File: config.mk
export PLATFORM = sky130hd
export DESIGN_NAME = flow_value_heatmap_color_core
export DESIGN_NICKNAME = d
export VERILOG_FILES = /design/src/rtl/fvhc_pkg.sv /design/src/rtl/fvhc_seg.sv /design/src/rtl/fvhc_div.sv /design/src/rtl/flow_value_heatmap_color_core.sv
export SDC_FILE = /design/constraint.sdc
export NUM_CORES = 1
export LEC_CHECK = 0
export BUFFER_PORTS_ARGS = -buffer_cell sky130_fd_sc_hd__buf_2
export CAP_MARGIN = 20
export CELL_PAD_IN_SITES_DETAIL_PLACEMENT = 0
export CELL_PAD_IN_SITES_GLOBAL_PLACEMENT = 1
export CORE_MARGIN = 4
export CORE_UTILIZATION = 50
export DETAILED_ROUTE_END_ITERATION = 10
export HOLD_SLACK_MARGIN = 0.06
export PLACE_DENSITY_LB_ADDON = 0.25
export SLEW_MARGIN = 20
export SYNTH_ARGS = -nofsm -noshare
export SYNTH_HDL_FRONTEND = slang
export SYNTH_SLANG_ARGS = --single-unit
File: constraint.sdc
create_clock -name clk -period 7.3 [get_ports clk]
set_input_delay 0.365 -clock clk [delete_from_list [all_inputs] [get_ports clk]]
set_output_delay 0.365 -clock clk [all_outputs]
set_load 0.01 [all_outputs]
File: src/rtl/fvhc_pkg.sv
// shared types and constants for the heat-map color pipeline
package fvhc_pkg;

    // quotient and channel widths
    localparam int QUOT_W     = 8;
    localparam int DIV_STAGES = 4;
    localparam int DIV_BITS   = QUOT_W / DIV_STAGES;
    localparam int SEG_STAGES = 2;
    localparam int PIPE_DEPTH = SEG_STAGES + DIV_STAGES + 1;

    // configuration register indexes
    localparam int CFG_INDEX_W = 3;
    localparam logic [CFG_INDEX_W-1:0] REG_ENABLE = 3'd0;
    localparam logic [CFG_INDEX_W-1:0] REG_MIN    = 3'd1;
    localparam logic [CFG_INDEX_W-1:0] REG_LOW    = 3'd2;
    localparam logic [CFG_INDEX_W-1:0] REG_HIGH   = 3'd3;
    localparam logic [CFG_INDEX_W-1:0] REG_MAX    = 3'd4;

    // reset breakpoints in q7.8
    localparam int RST_MIN  = -7680;
    localparam int RST_LOW  = -6400;
    localparam int RST_HIGH = -5120;
    localparam int RST_MAX  = -2560;

    localparam logic [QUOT_W-1:0] CH_FULL = 8'd255;
    localparam logic [QUOT_W-1:0] CH_OFF  = 8'd0;

    // which color region an item falls into
    typedef enum logic [2:0] {
        CLS_WHITE,
        CLS_BLUE,
        CLS_RED,
        CLS_SEG0,
        CLS_SEG1,
        CLS_SEG2,
        CLS_SEG3
    } cls_t;

    // how the segment fraction is formed
    typedef enum logic [1:0] {
        FRAC_ZERO,
        FRAC_FULL,
        FRAC_DIV
    } frac_t;

    typedef struct packed {
        cls_t  cls;
        frac_t frac;
    } tag_t;

endpackage

File: src/rtl/fvhc_seg.sv
// segment selection and dividend preparation, two pipeline stages
module fvhc_seg
    import fvhc_pkg::*;
#(
    parameter int VALUE_WIDTH = 16
)
(
    input  logic                          clk,
    input  logic [SEG_STAGES-1:0]         stage_en,
    input  logic signed [VALUE_WIDTH-1:0] flow_level,
    input  logic                          color_enable,
    input  logic signed [VALUE_WIDTH-1:0] range_min,
    input  logic signed [VALUE_WIDTH-1:0] range_low,
    input  logic signed [VALUE_WIDTH-1:0] range_high,
    input  logic signed [VALUE_WIDTH-1:0] range_max,
    output tag_t                          tag,
    output logic [VALUE_WIDTH+QUOT_W-1:0] num,
    output logic [VALUE_WIDTH-1:0]        den
);

    localparam int W = VALUE_WIDTH;

    logic signed [W:0]   mid_sum;
    logic signed [W-1:0] mid;
    cls_t                cls_next;
    logic signed [W-1:0] start_next;
    logic signed [W-1:0] end_next;

    cls_t                cls_reg;
    logic signed [W-1:0] v_reg;
    logic signed [W-1:0] start_reg;
    logic signed [W-1:0] end_reg;

    logic                zero_c;
    logic                full_c;
    logic [W:0]          d_c;
    logic [W:0]          len_c;
    tag_t                tag_next;
    logic [W+QUOT_W-1:0] num_next;

    tag_t                tag_reg;
    logic [W+QUOT_W-1:0] num_reg;
    logic [W-1:0]        den_reg;

    // midpoint of low and high, rounded up
    always_comb
    begin
        mid_sum = {range_low[W-1], range_low} + {range_high[W-1], range_high}
                  + (W+1)'(1);
        mid     = mid_sum[W:1];
    end

    // stage one: pick the region and its end points
    always_comb
    begin
        start_next = range_min;
        end_next   = range_low;
        if (!color_enable)
        begin
            cls_next = CLS_WHITE;
        end
        else if (flow_level < range_min)
        begin
            cls_next = CLS_BLUE;
        end
        else if (flow_level >= range_max)
        begin
            cls_next = CLS_RED;
        end
        else if (flow_level < range_low)
        begin
            cls_next = CLS_SEG0;
        end
        else if (flow_level >= range_high)
        begin
            cls_next   = CLS_SEG3;
            start_next = range_high;
            end_next   = range_max;
        end
        else if (flow_level < mid)
        begin
            cls_next   = CLS_SEG1;
            start_next = range_low;
            end_next   = mid;
        end
        else
        begin
            cls_next   = CLS_SEG2;
            start_next = mid;
            end_next   = range_high;
        end
    end

    always_ff @(posedge clk)
    begin
        if (stage_en[0])
        begin
            cls_reg   <= cls_next;
            v_reg     <= flow_level;
            start_reg <= start_next;
            end_reg   <= end_next;
        end
    end

    // stage two: saturation tests and dividend 255 * (v - start)
    always_comb
    begin
        zero_c   = (end_reg <= start_reg) || (v_reg <= start_reg);
        full_c   = (v_reg >= end_reg);
        d_c      = {v_reg[W-1], v_reg} - {start_reg[W-1], start_reg};
        len_c    = {end_reg[W-1], end_reg} - {start_reg[W-1], start_reg};
        num_next = {d_c[W-1:0], {QUOT_W{1'b0}}} - {{QUOT_W{1'b0}}, d_c[W-1:0]};
        tag_next.cls = cls_reg;
        if (zero_c)
        begin
            tag_next.frac = FRAC_ZERO;
        end
        else if (full_c)
        begin
            tag_next.frac = FRAC_FULL;
        end
        else
        begin
            tag_next.frac = FRAC_DIV;
        end
    end

    always_ff @(posedge clk)
    begin
        if (stage_en[1])
        begin
            tag_reg <= tag_next;
            num_reg <= num_next;
            den_reg <= len_c[W-1:0];
        end
    end

    assign tag = tag_reg;
    assign num = num_reg;
    assign den = den_reg;

endmodule

File: src/rtl/fvhc_div.sv
// pipelined restoring divider, two quotient bits per stage
module fvhc_div
    import fvhc_pkg::*;
#(
    parameter int VALUE_WIDTH = 16
)
(
    input  logic                          clk,
    input  logic [DIV_STAGES-1:0]         stage_en,
    input  tag_t                          tag_in,
    input  logic [VALUE_WIDTH+QUOT_W-1:0] num,
    input  logic [VALUE_WIDTH-1:0]        den,
    output tag_t                          tag_out,
    output logic [QUOT_W-1:0]             quot
);

    localparam int NUM_W = VALUE_WIDTH + QUOT_W;

    tag_t                   tag_reg  [DIV_STAGES];
    logic [NUM_W-1:0]       rem_reg  [DIV_STAGES];
    logic [VALUE_WIDTH-1:0] den_reg  [DIV_STAGES];
    logic [QUOT_W-1:0]      q_reg    [DIV_STAGES];

    genvar k;
    generate
        for (k = 0; k < DIV_STAGES; k++)
        begin : g_stage
            tag_t                   tag_src;
            logic [NUM_W-1:0]       rem_src;
            logic [VALUE_WIDTH-1:0] den_src;
            logic [QUOT_W-1:0]      q_src;
            logic [NUM_W-1:0]       rem_next;
            logic [QUOT_W-1:0]      q_next;

            // operands from the previous stage
            if (k == 0)
            begin : g_first
                assign tag_src = tag_in;
                assign rem_src = num;
                assign den_src = den;
                assign q_src   = '0;
            end
            else
            begin : g_rest
                assign tag_src = tag_reg[k-1];
                assign rem_src = rem_reg[k-1];
                assign den_src = den_reg[k-1];
                assign q_src   = q_reg[k-1];
            end

            // trial subtract of the shifted divisor, msb first
            always_comb
            begin
                logic [NUM_W-1:0] trial;
                int               bit_pos;
                rem_next = rem_src;
                q_next   = q_src;
                for (int j = 0; j < DIV_BITS; j++)
                begin
                    bit_pos = QUOT_W - 1 - k * DIV_BITS - j;
                    trial   = {{QUOT_W{1'b0}}, den_src} << bit_pos;
                    if (rem_next >= trial)
                    begin
                        rem_next        = rem_next - trial;
                        q_next[bit_pos] = 1'b1;
                    end
                end
            end

            always_ff @(posedge clk)
            begin
                if (stage_en[k])
                begin
                    tag_reg[k] <= tag_src;
                    rem_reg[k] <= rem_next;
                    den_reg[k] <= den_src;
                    q_reg[k]   <= q_next;
                end
            end
        end
    endgenerate

    assign tag_out = tag_reg[DIV_STAGES-1];
    assign quot    = q_reg[DIV_STAGES-1];

endmodule

File: src/rtl/flow_value_heatmap_color_core.sv
// top level of the five-stop heat-map color pipeline
//
//  channel   direction  handshake            payload
//  flow      in         flow_valid/stall     flow_level
//  color     out        color_valid/stall    red, green, blue
//  cfg       in         cfg_valid/ready      cfg_index, cfg_data
//
// one item per cycle unless the output stalls, through segment selection and
// dividend setup, the divider at two quotient bits per stage, and one
// output register. each stage loads when it is empty or the next one
// moves, so bubbles close up under a stalled output. reset clears all
// valid bits and loads the default breakpoints; cfg_ready is always high.
module flow_value_heatmap_color_core
    import fvhc_pkg::*;
#(
    parameter int VALUE_WIDTH = 16
)
(
    input  logic                          clk,
    input  logic                          rst_n,
    input  logic                          flow_valid,
    output logic                          flow_stall,
    input  logic signed [VALUE_WIDTH-1:0] flow_level,
    output logic                          color_valid,
    input  logic                          color_stall,
    output logic [QUOT_W-1:0]             red,
    output logic [QUOT_W-1:0]             green,
    output logic [QUOT_W-1:0]             blue,
    input  logic                          cfg_valid,
    output logic                          cfg_ready,
    input  logic [CFG_INDEX_W-1:0]        cfg_index,
    input  logic [VALUE_WIDTH-1:0]        cfg_data
);

    localparam int OUT_STAGE = PIPE_DEPTH - 1;

    logic                          enable_reg;
    logic signed [VALUE_WIDTH-1:0] min_reg;
    logic signed [VALUE_WIDTH-1:0] low_reg;
    logic signed [VALUE_WIDTH-1:0] high_reg;
    logic signed [VALUE_WIDTH-1:0] max_reg;

    logic [PIPE_DEPTH-1:0] stage_en;
    logic [PIPE_DEPTH-1:0] valid_reg;
    logic [PIPE_DEPTH-1:0] valid_next;

    tag_t                          seg_tag;
    logic [VALUE_WIDTH+QUOT_W-1:0] seg_num;
    logic [VALUE_WIDTH-1:0]        seg_den;
    tag_t                          div_tag;
    logic [QUOT_W-1:0]             div_quot;

    logic [QUOT_W-1:0] frac;
    logic [QUOT_W-1:0] red_next;
    logic [QUOT_W-1:0] green_next;
    logic [QUOT_W-1:0] blue_next;
    logic [QUOT_W-1:0] red_reg;
    logic [QUOT_W-1:0] green_reg;
    logic [QUOT_W-1:0] blue_reg;

    // configuration registers
    assign cfg_ready = 1'b1;

    always_ff @(posedge clk or negedge rst_n)
    begin
        if (!rst_n)
        begin
            enable_reg <= 1'b1;
            min_reg    <= VALUE_WIDTH'(RST_MIN);
            low_reg    <= VALUE_WIDTH'(RST_LOW);
            high_reg   <= VALUE_WIDTH'(RST_HIGH);
            max_reg    <= VALUE_WIDTH'(RST_MAX);
        end
        else if (cfg_valid && cfg_ready)
        begin
            case (cfg_index)
                REG_ENABLE: enable_reg <= cfg_data[0];
                REG_MIN:    min_reg    <= cfg_data;
                REG_LOW:    low_reg    <= cfg_data;
                REG_HIGH:   high_reg   <= cfg_data;
                REG_MAX:    max_reg    <= cfg_data;
                default:    ;
            endcase
        end
    end

    // stage enables ripple back from the output
    always_comb
    begin
        stage_en[OUT_STAGE] = !valid_reg[OUT_STAGE] || !color_stall;
        for (int k = OUT_STAGE - 1; k >= 0; k--)
        begin
            stage_en[k] = !valid_reg[k] || stage_en[k+1];
        end
    end

    // valid bits travel with the data
    always_comb
    begin
        valid_next[0] = stage_en[0] ? flow_valid : valid_reg[0];
        for (int k = 1; k < PIPE_DEPTH; k++)
        begin
            valid_next[k] = stage_en[k] ? valid_reg[k-1] : valid_reg[k];
        end
    end

    always_ff @(posedge clk or negedge rst_n)
    begin
        if (!rst_n)
        begin
            valid_reg <= '0;
        end
        else
        begin
            valid_reg <= valid_next;
        end
    end

    assign flow_stall = !stage_en[0];

    fvhc_seg #(
        .VALUE_WIDTH (VALUE_WIDTH)
    ) u_seg (
        .clk          (clk),
        .stage_en     (stage_en[SEG_STAGES-1:0]),
        .flow_level   (flow_level),
        .color_enable (enable_reg),
        .range_min    (min_reg),
        .range_low    (low_reg),
        .range_high   (high_reg),
        .range_max    (max_reg),
        .tag          (seg_tag),
        .num          (seg_num),
        .den          (seg_den)
    );

    fvhc_div #(
        .VALUE_WIDTH (VALUE_WIDTH)
    ) u_div (
        .clk      (clk),
        .stage_en (stage_en[SEG_STAGES +: DIV_STAGES]),
        .tag_in   (seg_tag),
        .num      (seg_num),
        .den      (seg_den),
        .tag_out  (div_tag),
        .quot     (div_quot)
    );

    // fraction and channel mix for the region
    always_comb
    begin
        case (div_tag.frac)
            FRAC_ZERO: frac = CH_OFF;
            FRAC_FULL: frac = CH_FULL;
            FRAC_DIV:  frac = div_quot;
            default:   frac = CH_OFF;
        endcase

        case (div_tag.cls)
            CLS_WHITE:
            begin
                red_next = CH_FULL; green_next = CH_FULL; blue_next = CH_FULL;
            end
            CLS_BLUE:
            begin
                red_next = CH_OFF; green_next = CH_OFF; blue_next = CH_FULL;
            end
            CLS_RED:
            begin
                red_next = CH_FULL; green_next = CH_OFF; blue_next = CH_OFF;
            end
            CLS_SEG0:
            begin
                red_next = CH_OFF; green_next = frac; blue_next = CH_FULL;
            end
            CLS_SEG1:
            begin
                red_next = CH_OFF; green_next = CH_FULL; blue_next = CH_FULL - frac;
            end
            CLS_SEG2:
            begin
                red_next = frac; green_next = CH_FULL; blue_next = CH_OFF;
            end
            CLS_SEG3:
            begin
                red_next = CH_FULL; green_next = CH_FULL - frac; blue_next = CH_OFF;
            end
            default:
            begin
                red_next = CH_FULL; green_next = CH_FULL; blue_next = CH_FULL;
            end
        endcase
    end

    // output register
    always_ff @(posedge clk)
    begin
        if (stage_en[OUT_STAGE])
        begin
            red_reg   <= red_next;
            green_reg <= green_next;
            blue_reg  <= blue_next;
        end
    end

    assign color_valid = valid_reg[OUT_STAGE];
    assign red         = red_reg;
    assign green       = green_reg;
    assign blue        = blue_reg;

endmodule

==> results.md <==
- Async set-or-reset flop fraction in the synthesized netlist: 20.5%
- Clock root buffer: clkbuf_16
- First-pass GRT wire length: 96100 um
- Final ANT Viol Nets: 0
- Total of max-cap violations: 0
- HP Class: in -> reg
- FP Rows: 82
- Initial antenna violation count: 0
- Initial Utilization: 50.5%
- Critical path endpoint category: register
- RSZ-0062 raised after global routing: false
- Vias/cell: 5.69
- Vias in the first global route: 18.2k
- Fin area: 27800 um^2
- CP Max Fanout: 27
- Final hold vios: 0
- P&R area growth vs syn: 9.84%
- Post-CTS setup buffers: 0
- Vias: 18.9k
- Syn Area/Cell: 9.90 um^2
- CP required: 7.61 ns
- PostCTS Resize Cnt: 0
- Pin count of the biggest net entering global routing: 73
- Syn nets: 2887
- Post-Synthesis Cells: 2558
- Final net count: 2952
- Largest register FFs: 72
- Placed inst area: 26300 um^2
- Port Buffers: 65
- Syn. warnings: 0
- CP Class: reg -> reg
- Most common cell after layout, fill and taps aside: edfxtp_1
- Drt first pass iters: 5
- Synthesized area: 25300 um^2
- Reg-to-reg endpoint: u_div.rem_reg[0][16]
- Ys flop type: edfxtp_1
- Setup TNS: 0 ns
- Fillers: 4415
- CP Launch Type: register
- Worst skew pair latency: 0.57 ns
- Final setup fails: 0
- Final worst path period share: 86.9%
- F_max: 158 MHz
- Critical path launch point: u_seg.den[1]
- Slew @ Worst Pin: 1.06 ns
- Arr. time, crit path: 6.65 ns
- Clock net sink count: 352
- Hold Worst Slack: 0.0855 ns
- Maximum clock path buffer count: 3
- Worst hold start: cfg_data[5]
- Post-detailed-route wirelength per cell: 18.4 um
- Die W: 233 um
- Slew Limit Headroom: 28.9%
- Die area: 54300 um^2
- H-tree levels: 2
- Clock slew seen by the registers of the worst setup and hold paths: 0.06 ns
- Reg2Reg Depth: 19
- Min Tclk post-route: 6.34 ns
- Layout cells sized above 1: 11.5%
- GR Overflow Total: 0
- Outcome: complete, no violations
- Layout Skew: 0.0237 ns
- Num CTS Buffers: 40
- DRT iter0 DRCs: 1152
- Area occupied by multi-input gates: 13900 um^2
- Remaining DRCs: 0
- Core box area: 50200 um^2
- CTS tree: yes
- Seq. cell area: 10200 um^2
- N_diodes: 0
- Reg2reg setup slack: 0.96 ns
- Hold Path Depth: 3
- Overall routed net length: 61200 um
- Reg-to-reg startpoint: u_seg.den[1]
- I/O pin cnt: 67
- Netlist cell types: 96
- EDFF count, synth: 280
- Slew Viols, Final: 0
- Setup crit end: u_div.rem_reg[0][16]
- GRT Total Usage: 22.1%
- Final weighted congestion in routability-driven placement: 0.895
- Sequential fraction of the synthesis area: 40.4%
- Yosys reg bits: 352
- Die H: 233 um
- Most frequent cells in the layout: 280 x edfxtp_1, 279 x ha_1, 239 x inv_1, 235 x o21ai_0, 198 x nand2_1
- Detailed placement HPWL: 48100 um
-- synth_stat cells, types with 5 or more instances --
library cell	n	area, um^2
nand4_1	43	269
clkbuf_1	54	203
a31oi_1	15	93.8
and4_1	5	43.8
o211ai_1	46	345
o21bai_1	10	75.1
o31a_1	5	43.8
mux2i_1	26	260
mux2_2	83	935
nand2b_1	36	225
o22ai_1	8	50.1
buf_2	5	25.0
a31o_2	8	70.1
a211o_1	7	61.3
xor2_1	56	490
mux2_4	8	120
ha_1	279	3490
nor2b_1	32	200
nor3_1	35	175
a21oi_1	162	811
o21ai_0	235	1180
or3_1	10	62.6
nand3_1	40	200
a21o_1	78	586
and3_1	20	125
nor4_1	14	87.6
and2_1	11	68.8
nor2_1	148	556
nand2_1	200	751
a211oi_1	28	210
a21boi_0	11	82.6
o31ai_1	11	82.6
fa_1	10	200
inv_1	240	901
or2_2	10	62.6
o2111ai_1	5	43.8
dfstp_2	22	578
o21a_1	31	233
dfrtp_1	50	1250
edfxtp_1	280	8410
xnor2_1	94	823
-- worst max-delay path, cell delays in order (launching register included) --
cell and delay (ns):
edfxtp_1 0.44, inv_1 0.17, ha_1 0.26, nor2b_1 0.13, o21a_1 0.18, o21ai_0 0.16
a21oi_1 0.17, o21ai_0 0.22, a22o_1 0.71, o21ai_0 0.39, fa_1 0.52, a21o_1 0.19
a21oi_1 0.21, o21ai_0 0.25, a31oi_1 0.30, inv_1 0.11, o21a_1 0.21, o21a_1 0.17
or4b_1 0.87, mux2_2 0.42
-- metal layers --
| metal | vias to the layer above | track usage (%) | wire length [um] |
|---|---|---|---|
| li1 | 9480 | - | - |
| met1 | 8999 | 30.9 | 28900 |
| met2 | 352 | 35.8 | 28100 |
| met3 | 95 | 3.09 | 2480 |
| met4 | 0 | 6.59 | 1660 |
| met5 | - | 0 | 0 |
-- cell type report --
cell class	instances	area share, %
repair buffers	90	1.94
well taps	672	3.02
inverters	241	3.26
clock buffers	51	3.85
multi-input cells	1898	50.0
clock inverters	23	1.10
flip-flops and latches	352	36.8
-- repair_timing --
item	in CTS	in global routing
hold buffers	11	0
hold endpoints to repair	23	0
setup endpoints to repair	0	0
-- metrics by stage --
step	worst slack (ns)	util [%]	instances
floorplan	2.06	-	2558
detailed placement	0.951	52.5	3242
global placement	1.07	52.5	3242
CTS	0.972	55.5	3327
finish	0.956	55.5	3327
global route	0.505	55.5	3327
-- kinds of logic (layout without fill, tap and decap cells) --
logic type	Yosys count	count (layout)	share of synthesized area [%]
compound gates	709	709	17.6
simple gates	632	632	12.2
flops	352	352	40.4
buf+inv	308	405	4.80
fa+ha+maj	289	289	14.6
xor+xnor	150	150	5.19
mux	117	117	5.19
other cells	1	1	0.0148
-- worst min-delay path by stage --
stage / to / slack, ns
4_1_cts: max_reg[5] / 0.06
5_1_grt: u_seg.v_reg[8] / 0.08
3_3_place_gp: u_seg.tag[3] / 0.40
3_5_place_dp: u_div.tag_reg[0][1] / 0.40
6_report: max_reg[5] / 0.09
2_1_floorplan: high_reg[0] / 0.07
Power is left out: the tool's default activity adds up to more than one toggle a clock period on the data nets, which glitch-free logic cannot reach.
